**config.mk**
```make
export PLATFORM = sky130hd
export DESIGN_NAME = usb_control_endpoint_sequencer
export DESIGN_NICKNAME = d
export VERILOG_FILES = /design/src/rtl/core/ucep_pkg.sv /design/src/rtl/core/usb_control_endpoint_sequencer.sv
export VERILOG_INCLUDE_DIRS = /design/src /design/src/rtl/core
export SDC_FILE = /design/constraint.sdc
export NUM_CORES = 1
export LEC_CHECK = 0
export ABC_AREA = 1
export BUFFER_PORTS_ARGS = -buffer_cell sky130_fd_sc_hd__buf_2
export CORE_MARGIN = 5
export CORE_UTILIZATION = 40
export CTS_CLUSTER_SIZE = 25
export DETAILED_ROUTE_END_ITERATION = 12
export GPL_TIMING_DRIVEN = 0
export HOLD_SLACK_MARGIN = 0.03
export PLACE_DENSITY_LB_ADDON = 0.08
export REMOVE_ABC_BUFFERS = 1
export SLEW_MARGIN = 5
export SYNTH_ARGS = -nofsm -noshare
export SYNTH_HDL_FRONTEND = slang
export SYNTH_SLANG_ARGS = --single-unit
```
**constraint.sdc**
```tcl
create_clock -name clk_i -period 19.26 [get_ports clk_i]
set_input_delay 5.778 -clock clk_i [delete_from_list [all_inputs] [get_ports clk_i]]
set_output_delay 5.778 -clock clk_i [all_outputs]
set_load 0.05 [all_outputs]
```
**src/rtl/core/usb_control_endpoint_sequencer_assert.svh**
```systemverilog
// ----------------------------------------------------------------------------
// usb control endpoint sequencer assertion macros
// concurrent assertion shorthands used by the rtl file of the block
// ----------------------------------------------------------------------------
`ifndef USB_CONTROL_ENDPOINT_SEQUENCER_ASSERT_SVH
`define USB_CONTROL_ENDPOINT_SEQUENCER_ASSERT_SVH

// same-cycle implication, off while reset is asserted
`define UCEP_ASSERT_IMPLIES(label, clk, rst_n, ante, cons, msg) \
  label: assert property (@(posedge clk) disable iff (!(rst_n)) (ante) |-> (cons)) \
    else $error(msg);

// next-cycle implication, off while reset is asserted
`define UCEP_ASSERT_NEXT(label, clk, rst_n, ante, cons, msg) \
  label: assert property (@(posedge clk) disable iff (!(rst_n)) (ante) |=> (cons)) \
    else $error(msg);

`endif

```
**src/rtl/core/ucep_pkg.sv**
```systemverilog
// ----------------------------------------------------------------------------
// ucep_pkg
// types and constants of the usb endpoint-zero control sequencer
// ----------------------------------------------------------------------------
package ucep_pkg;

  // default max packet size of endpoint zero
  localparam int unsigned MaxPacketDefault = 64;

  // setup request decoding
  localparam logic [7:0] ReqTypeDirIn    = 8'h80;
  localparam logic [7:0] ReqTypeKindMask = 8'h60;
  localparam logic [7:0] ReqSetAddress   = 8'd5;

  // event kind carried in tuser
  typedef enum logic [1:0] {
    CMD_SETUP    = 2'd0,
    CMD_IN_DONE  = 2'd1,
    CMD_OUT_DONE = 2'd2,
    CMD_IGNORED  = 2'd3
  } cmd_e;

  // control transfer stage
  typedef enum logic [2:0] {
    ST_IDLE   = 3'd0,
    ST_WDATA  = 3'd1,
    ST_WSTAT  = 3'd2,
    ST_RDATA  = 3'd3,
    ST_RZLP   = 3'd4,
    ST_RSTAT  = 3'd5,
    ST_STATUS = 3'd6
  } ctrl_state_e;

  // one result word, in_armed in the lowest bit
  typedef struct packed {
    logic [6:0]  device_address;
    logic        address_valid;
    logic        notify_canceled;
    logic        notify_complete;
    logic        prior_aborted;
    logic        stall_res;
    logic        out_toggle;
    logic        out_armed;
    logic        in_toggle;
    logic [6:0]  data_length;
    logic [15:0] data_offset;
    logic        in_armed;
  } result_t;

endpackage

```
**src/rtl/core/usb_control_endpoint_sequencer.sv**
```systemverilog
// an accepted word is held in the input register until the result register takes it
// throughput: one word per cycle; with both registers full s_axis_tready follows m_axis_tready
// the result register holds while m_axis_tready is low and the input register still fills
// reset: rst_ni is asynchronous, active low; it clears both valid flags and all
// control state (idle stage, zero lengths, index, pending address and toggles)
// ----------------------------------------------------------------------------
// usb_control_endpoint_sequencer
// endpoint-zero control transfer sequencer: tracks setup, data and status
// stages, arms in/out buffers with toggles, splits reads into max-packet
// chunks and writes the device address after the status stage
// ----------------------------------------------------------------------------
`include "usb_control_endpoint_sequencer_assert.svh"

module usb_control_endpoint_sequencer #(
  parameter int unsigned MAX_PACKET = ucep_pkg::MaxPacketDefault
) (
  input  logic        clk_i,
  input  logic        rst_ni,
  // event words
  input  logic        s_axis_tvalid,
  output logic        s_axis_tready,
  // request_type[7:0], request_code[15:8], request_value[31:16],
  // request_length[47:32], response_length[64:48], zero fill [71:65]
  input  logic [71:0] s_axis_tdata,
  // cmd[1:0]
  input  logic [1:0]  s_axis_tuser,
  // result words
  output logic        m_axis_tvalid,
  input  logic        m_axis_tready,
  // in_armed[0], data_offset[16:1], data_length[23:17], in_toggle[24],
  // out_armed[25], out_toggle[26], stall_res[27], prior_aborted[28],
  // notify_complete[29], notify_canceled[30], address_valid[31],
  // device_address[38:32], zero fill [39]
  output logic [39:0] m_axis_tdata
);

  // max packet size in the widths it is compared at
  localparam logic [6:0]  MaxPkt7  = 7'(MAX_PACKET);
  localparam logic [15:0] MaxPkt16 = 16'(MAX_PACKET);

  // --------------------------------------------------------------------------
  // two-register pipeline: input word register, then result register
  // --------------------------------------------------------------------------
  logic                in_valid_q;
  ucep_pkg::cmd_e      cmd_q;
  logic [64:0]         data_q;
  logic                out_valid_q;
  ucep_pkg::result_t   res_q;
  ucep_pkg::result_t   res_d;
  logic                advance;
  logic                s_accept;

  // the held word moves on when the result register is free or being drained
  assign advance       = in_valid_q && (!out_valid_q || m_axis_tready);
  assign s_axis_tready = !in_valid_q || !out_valid_q || m_axis_tready;
  assign s_accept      = s_axis_tvalid && s_axis_tready;

  always_ff @(posedge clk_i or negedge rst_ni) begin
    if (!rst_ni) begin
      in_valid_q  <= 1'b0;
      out_valid_q <= 1'b0;
    end else begin
      if (s_accept) begin
        in_valid_q <= 1'b1;
      end else if (advance) begin
        in_valid_q <= 1'b0;
      end
      if (advance) begin
        out_valid_q <= 1'b1;
      end else if (m_axis_tready) begin
        out_valid_q <= 1'b0;
      end
    end
  end

  // payload registers carry no reset
  always_ff @(posedge clk_i) begin
    if (s_accept) begin
      cmd_q  <= ucep_pkg::cmd_e'(s_axis_tuser);
      data_q <= s_axis_tdata[64:0];
    end
    if (advance) begin
      res_q <= res_d;
    end
  end

  assign m_axis_tvalid = out_valid_q;
  assign m_axis_tdata  = {1'b0, res_q};

  // --------------------------------------------------------------------------
  // control transfer state
  // --------------------------------------------------------------------------
  ucep_pkg::ctrl_state_e state_q, state_d;
  logic [15:0] length_q, length_d;       // transfer length
  logic [15:0] index_q, index_d;         // bytes of the transfer already moved
  logic [15:0] setup_len_q, setup_len_d; // wLength of the current request
  logic        ns_q, ns_d;               // current request is non-standard
  logic [6:0]  pend_q, pend_d;           // address to write after status
  logic        in_tog_q, in_tog_d;
  logic        out_tog_q, out_tog_d;
  // last read chunk was shorter than a max packet, so the length is no
  // multiple of it; stands in for a modulo of the transfer length
  logic        short_q, short_d;

  always_ff @(posedge clk_i or negedge rst_ni) begin
    if (!rst_ni) begin
      state_q     <= ucep_pkg::ST_IDLE;
      length_q    <= '0;
      index_q     <= '0;
      setup_len_q <= '0;
      ns_q        <= 1'b0;
      pend_q      <= '0;
      in_tog_q    <= 1'b0;
      out_tog_q   <= 1'b0;
      short_q     <= 1'b0;
    end else if (advance) begin
      state_q     <= state_d;
      length_q    <= length_d;
      index_q     <= index_d;
      setup_len_q <= setup_len_d;
      ns_q        <= ns_d;
      pend_q      <= pend_d;
      in_tog_q    <= in_tog_d;
      out_tog_q   <= out_tog_d;
      short_q     <= short_d;
    end
  end

  // --------------------------------------------------------------------------
  // setup word decode
  // --------------------------------------------------------------------------
  logic [7:0]  rtype;
  logic [7:0]  rcode;
  logic [15:0] rvalue;
  logic [15:0] rlen;
  logic [16:0] xfer;
  logic        xfer_neg;
  logic [15:0] xfer_lo;
  logic        is_setup;
  logic        stall_req;
  logic        xfer_pos;
  logic        rlen_nz;
  logic        ns_new;
  logic        dir_in;

  assign rtype    = data_q[7:0];
  assign rcode    = data_q[15:8];
  assign rvalue   = data_q[31:16];
  assign rlen     = data_q[47:32];
  assign xfer     = data_q[64:48];
  assign xfer_neg = xfer[16];
  assign xfer_lo  = xfer[15:0];
  assign is_setup = (cmd_q == ucep_pkg::CMD_SETUP);

  // request error: negative length or more than the host allows
  assign stall_req = xfer_neg || (xfer_lo > rlen);
  assign xfer_pos  = !xfer_neg && (xfer_lo != 16'd0);
  assign rlen_nz   = (rlen != 16'd0);
  assign ns_new    = ((rtype & ucep_pkg::ReqTypeKindMask) != 8'h00);
  assign dir_in    = ((rtype & ucep_pkg::ReqTypeDirIn) != 8'h00);

  // --------------------------------------------------------------------------
  // chunking of the data stage, shared by setup, in and out events
  // on a setup the transfer starts fresh from the decoded length
  // --------------------------------------------------------------------------
  logic [15:0] rs_len;
  logic [15:0] rs_idx;
  logic [15:0] rs_setup;
  logic        rs_mod0;
  logic [15:0] remain;
  logic [6:0]  txlen;
  logic [15:0] idx_next;
  logic        chunk;
  logic        zlp;
  logic        ns_eff;
  ucep_pkg::ctrl_state_e rs_next;

  assign rs_len   = is_setup ? xfer_lo : length_q;
  assign rs_idx   = is_setup ? 16'd0 : index_q;
  assign rs_setup = is_setup ? rlen : setup_len_q;
  // a fresh transfer only reaches the zero-length check with length zero
  assign rs_mod0  = is_setup ? 1'b1 : !short_q;
  assign ns_eff   = is_setup ? ns_new : ns_q;

  assign remain   = rs_len - rs_idx;
  assign txlen    = (remain < MaxPkt16) ? remain[6:0] : MaxPkt7;
  assign idx_next = rs_idx + {9'd0, txlen};
  assign chunk    = (txlen != 7'd0);
  // host asked for more than we send and the last packet was full size
  assign zlp      = !chunk && (rs_setup > rs_len) && rs_mod0;
  assign rs_next  = chunk ? ucep_pkg::ST_RDATA :
                    (zlp ? ucep_pkg::ST_RZLP : ucep_pkg::ST_RSTAT);

  // toggle values before any arm of this event; setup_ok restarts in, and out if rlen_nz
  logic setup_ok;
  logic in_tog_base;
  logic out_tog_base;
  logic arm_in;
  logic arm_out;

  assign setup_ok     = is_setup && !stall_req;
  assign in_tog_base  = setup_ok ? 1'b1 : in_tog_q;
  assign out_tog_base = (setup_ok && rlen_nz) ? 1'b1 : out_tog_q;

  // --------------------------------------------------------------------------
  // next state
  // --------------------------------------------------------------------------
  always_comb begin
    state_d     = state_q;
    length_d    = length_q;
    index_d     = index_q;
    setup_len_d = setup_len_q;
    ns_d        = ns_q;
    pend_d      = pend_q;
    short_d     = short_q;
    in_tog_d    = arm_in ? ~in_tog_base : in_tog_base;
    out_tog_d   = arm_out ? ~out_tog_base : out_tog_base;

    case (cmd_q)
      ucep_pkg::CMD_SETUP: begin
        state_d     = ucep_pkg::ST_IDLE;
        ns_d        = ns_new;
        setup_len_d = rlen;
        // set address latches even when the request stalls
        if (!ns_new && (rcode == ucep_pkg::ReqSetAddress)) begin
          pend_d = rvalue[6:0];
        end
        if (rlen_nz) begin
          length_d = xfer_lo;
          index_d  = 16'd0;
          if (!stall_req) begin
            if (dir_in) begin
              state_d = rs_next;
              if (chunk) begin
                index_d = idx_next;
                short_d = (txlen != MaxPkt7);
              end
            end else begin
              state_d = ucep_pkg::ST_WDATA;
            end
          end
        end else begin
          state_d = ucep_pkg::ST_STATUS;
        end
        if (stall_req) begin
          state_d = ucep_pkg::ST_IDLE;
        end
      end
      ucep_pkg::CMD_IN_DONE: begin
        case (state_q)
          ucep_pkg::ST_RDATA: begin
            state_d = rs_next;
            if (chunk) begin
              index_d = idx_next;
              short_d = (txlen != MaxPkt7);
            end
          end
          ucep_pkg::ST_RZLP:   state_d = ucep_pkg::ST_RSTAT;
          ucep_pkg::ST_WSTAT:  state_d = ucep_pkg::ST_IDLE;
          ucep_pkg::ST_STATUS: begin
            state_d = ucep_pkg::ST_IDLE;
            pend_d  = 7'd0;
          end
          default: ;
        endcase
      end
      ucep_pkg::CMD_OUT_DONE: begin
        case (state_q)
          ucep_pkg::ST_WDATA: begin
            index_d = idx_next;
            if (idx_next >= length_q) begin
              state_d = ucep_pkg::ST_WSTAT;
            end
          end
          default: state_d = ucep_pkg::ST_IDLE;
        endcase
      end
      default: ;
    endcase
  end

  // --------------------------------------------------------------------------
  // result word
  // --------------------------------------------------------------------------
  always_comb begin
    res_d   = '0;
    arm_in  = 1'b0;
    arm_out = 1'b0;

    case (cmd_q)
      ucep_pkg::CMD_SETUP: begin
        arm_out = 1'b1;
        // cancel of the previous request shows here only
        res_d.prior_aborted = ((state_q == ucep_pkg::ST_WDATA) ||
                               (state_q == ucep_pkg::ST_RDATA)) && ns_q;
        if (rlen_nz && !stall_req && dir_in) begin
          if (chunk) begin
            arm_in            = 1'b1;
            res_d.data_offset = rs_idx;
            res_d.data_length = txlen;
          end else begin
            arm_in                = zlp;
            res_d.notify_complete = ns_eff;
          end
        end
        if (!rlen_nz && !stall_req) begin
          arm_in = 1'b1;
        end
        if (stall_req) begin
          res_d.stall_res = 1'b1;
          if (xfer_pos && ns_new) begin
            res_d.notify_complete = 1'b1;
            res_d.notify_canceled = 1'b1;
          end
        end
      end
      ucep_pkg::CMD_IN_DONE: begin
        case (state_q)
          ucep_pkg::ST_RDATA: begin
            if (chunk) begin
              arm_in            = 1'b1;
              res_d.data_offset = rs_idx;
              res_d.data_length = txlen;
            end else begin
              arm_in                = zlp;
              res_d.notify_complete = ns_eff;
            end
          end
          ucep_pkg::ST_RZLP, ucep_pkg::ST_WSTAT: ;
          ucep_pkg::ST_STATUS: begin
            // address zero is never written
            if (pend_q != 7'd0) begin
              res_d.address_valid  = 1'b1;
              res_d.device_address = pend_q;
            end
          end
          default: res_d.stall_res = 1'b1;
        endcase
      end
      ucep_pkg::CMD_OUT_DONE: begin
        arm_out = 1'b1;
        case (state_q)
          ucep_pkg::ST_WDATA: begin
            res_d.data_offset = index_q;
            // last chunk in: arm the zero-length status packet
            if (idx_next >= length_q) begin
              arm_in                = 1'b1;
              res_d.data_offset     = 16'd0;
              res_d.notify_complete = ns_q;
            end
          end
          ucep_pkg::ST_RDATA: begin
            // host cut the read short
            res_d.notify_complete = ns_q;
            res_d.notify_canceled = ns_q;
          end
          ucep_pkg::ST_RSTAT: ;
          default: res_d.stall_res = 1'b1;
        endcase
      end
      default: ;
    endcase

    res_d.in_armed   = arm_in;
    res_d.in_toggle  = arm_in && in_tog_base;
    res_d.out_armed  = arm_out;
    res_d.out_toggle = arm_out && out_tog_base;
  end

  // --------------------------------------------------------------------------
  // assertions
  // --------------------------------------------------------------------------
  `UCEP_ASSERT_IMPLIES(a_stall_no_in_arm, clk_i, rst_ni,
    m_axis_tvalid && res_q.stall_res, !res_q.in_armed,
    "stalled result also arms an in packet")
  `UCEP_ASSERT_IMPLIES(a_len_max_packet, clk_i, rst_ni,
    m_axis_tvalid, res_q.data_length <= MaxPkt7,
    "armed packet longer than max packet")
  `UCEP_ASSERT_IMPLIES(a_cancel_needs_complete, clk_i, rst_ni,
    m_axis_tvalid && res_q.notify_canceled, res_q.notify_complete,
    "cancel notice without complete notice")
  `UCEP_ASSERT_IMPLIES(a_ready_when_drained, clk_i, rst_ni,
    !out_valid_q, s_axis_tready,
    "input stalled while result register is empty")
  `UCEP_ASSERT_NEXT(a_word_moves_on, clk_i, rst_ni,
    in_valid_q && !out_valid_q, m_axis_tvalid,
    "held word did not reach the result register")

endmodule
```
==> metrics <==
status complete, no violations; Layout area overhead 15.1%; Async SR Flop Fraction 41.0%; Final Non-Filler Cells 1548; share of layout cells above drive strength 1 14.9%; Net Sw Power 0.422 mW; most frequent cells in the layout nand2_1, inv_1, buf_2; Mapped Cells 1123; CTS Hold Bufs 0; Post-synth EDFFs 92; Final ANT Viol Nets 0; CTS tree yes; input/output buffers 97; Crit path required time 13.48 ns; cts repair resizes 0; switching share of power 38.1%; met2 WL 10300 um; worst-skew pair later-pin latency 0.44 ns; #FFs+latches synth 156; Final Wtd Congestion 0.872; Worst-path clk slew 0.07 ns; Worst path max stage delay 0.22 ns; gr ovfl total 0; pre-CTS WS 6.98 ns; RSZ-0062 raised after global routing false; logic gate share of total power 31.1%; leak pwr 5.10 nW; Final Core Density 46.7%; Worst Setup End Kind output port; CP Launch Type primary input; Post-Place Cell Area 0.0103 mm2; Setup CP Type in2out; met1 wire length 11900 um; GRT Overall Usage 18.2%; Initial Util 40.6%; Yosys warning count 0; mapped cell area 0.00950 mm2; number of distinct library cells after synthesis 53; Fin. Hold Viols 0; vias per cell 4.89; Post-Route WL 23600 um; clock power share 31.2%; Final #Nets 1370; htree depth 4; maxcap violations 0; chip height 164 um; placed insts 1515; setup TNS 0 ns; die area 0.0269 mm2; first-pass GRT wire length 38400 um; via total after detailed routing 7567; CP cell instances buf_2, inv_1, nand2_1, nor2_1, inv_1, buf_2; Root Buffer Master clkbuf_16; Worst-Margin Slew 1.24 ns; total CTS buffers 17; Pwr Density 101 mW/mm2; Die W 164 um; initial antenna violation count 0; drt drc 0; fin area 0.0109 mm2; drt first pass iters 5; Hold Crit Class reg2reg; number of setup buffers added after CTS 0; max_slew headroom 17.2%; number of cell rows 56; met3 wire length 1150 um; internal cell power 0.685 mW; register share of total power 37.8%; synthesized area per cell 8.46 um2; Final HPWL DP 18300 um; CORE AREA 0.0234 mm2; DR iter-0 viols 449; Pwr Total 1.11 mW; Post-synth top flop edfxtp_1; Final Max Slew Viols 0; sequential fraction of the synthesis area 45.9%; minimum clock period after layout 12.28 ns; WP data arrival 6.50 ns; vias in the first global route 7324; VDD IR-drop max 53.4 uV; Min Hold Slack 0.472 ns; routed length per instance 15.3 um; Final setup viols 0; Tcrit/Tclk final 63.8%; io pins 120; Crit-path slowest cell buf_2; worst clock skew 0.0131 ns; CTS Sinks 156; clock buffer depth 2; Max Used Layer met4; post-route worst setup slack 6.98 ns; commonest non-fill, non-tap cell in the layout nand2_1; fmax 0.0814 GHz; ANT cells 0; critical path peak fanout 3; maximum number of pins on one net before global-route repair 48
## power groups by stage
stage               clock [mW]  sequential [mW]  combinational [mW]
global placement             0            0.426               0.338
finish                   0.345            0.418               0.344
detailed placement           0            0.425               0.344
CTS                      0.354            0.418               0.346
global route             0.367            0.423               0.393
floorplan                    0            0.441               0.235
## state kept, by name, summed over array words and instances (netlist names), 2 cells and up
name and count:
cmd_q 2, index_q 16, m_axis_tdata 39, setup_len_q 16, pend_q 7, data_q 51, state_q 3, length_q 16
## kinds of logic (layout without fill, tap and decap cells)
kind of cell | count (synthesis) | after routing | share of synthesized area, %
and+or+nand+nor | 465 | 465 | 21.7
buffers and inverters | 219 | 325 | 9.18
AOI/OAI and AO/OA | 192 | 192 | 11.8
DFF | 156 | 156 | 45.9
adders and majority gates | 76 | 76 | 10.1
xor gates and xnor gates | 14 | 14 | 1.29
other | 1 | 1 | 0.0395
## layer usage
metal / track usage, % / vias to the layer above
met1: 26.6 / 3459
met2: 28.3 / 173
met4: 5.11 / 0
met5: 0 / -
met3: 2.58 / 18
li1: - / 3917
## area by class of cell
| class | count | area [um2] |
|---|---|---|
| clock buffers | 17 | 425 |
| clock inverters | 15 | 173 |
| fillers | 2383 | 12500 |
| inverters | 191 | 717 |
| multi-input cells | 748 | 4280 |
| flip-flops and latches | 156 | 4360 |
| well taps | 319 | 399 |
| repair buffers | 102 | 581 |
## critical path: cells and delay by family
family | cells | cell delay [ns]
simple gates | 2 | 0.28
buf+inv | 4 | 0.43
## final timing paths
check	start	end	slack (ns)	depth (start not counted)
max	m_axis_tready	s_axis_tready	6.98	6
min	in_valid_q	m_axis_tvalid	0.47	2
max reg2reg	cmd_q[0]	state_q[1]	11.11	41
min reg2reg	in_valid_q	m_axis_tvalid	0.47	2
max in group asynchronous	rst_ni	index_q[2]	13.48	2
min in group asynchronous	rst_ni	setup_len_q[8]	5.23	1
## synth_stat cells, types with 3 or more instances
library cell	number	share of area, %
xnor2_1	3	0.28
nor2_1	83	3.3
nand2_2	10	0.66
o22ai_2	9	1.2
a21oi_1	57	3.0
o21ai_1	7	0.37
inv_1	184	7.3
edfxtp_1	92	29
dfrtp_1	64	17
nand4_1	15	0.99
o21ai_0	89	4.7
ha_1	75	9.9
nand3b_1	3	0.24
a211oi_1	4	0.32
buf_6	4	0.47
clkbuf_1	19	0.75
o21ai_2	3	0.28
nor3_1	17	0.90
inv_2	6	0.24
o21bai_1	4	0.32
nand3_1	66	3.5
o211ai_1	3	0.24
nor4_1	8	0.53
xor2_1	11	1.0
nand3_2	7	0.74
a31oi_1	4	0.26
nand2_4	4	0.47
nand2_1	242	9.6
(Power assumes the default switching activity.)
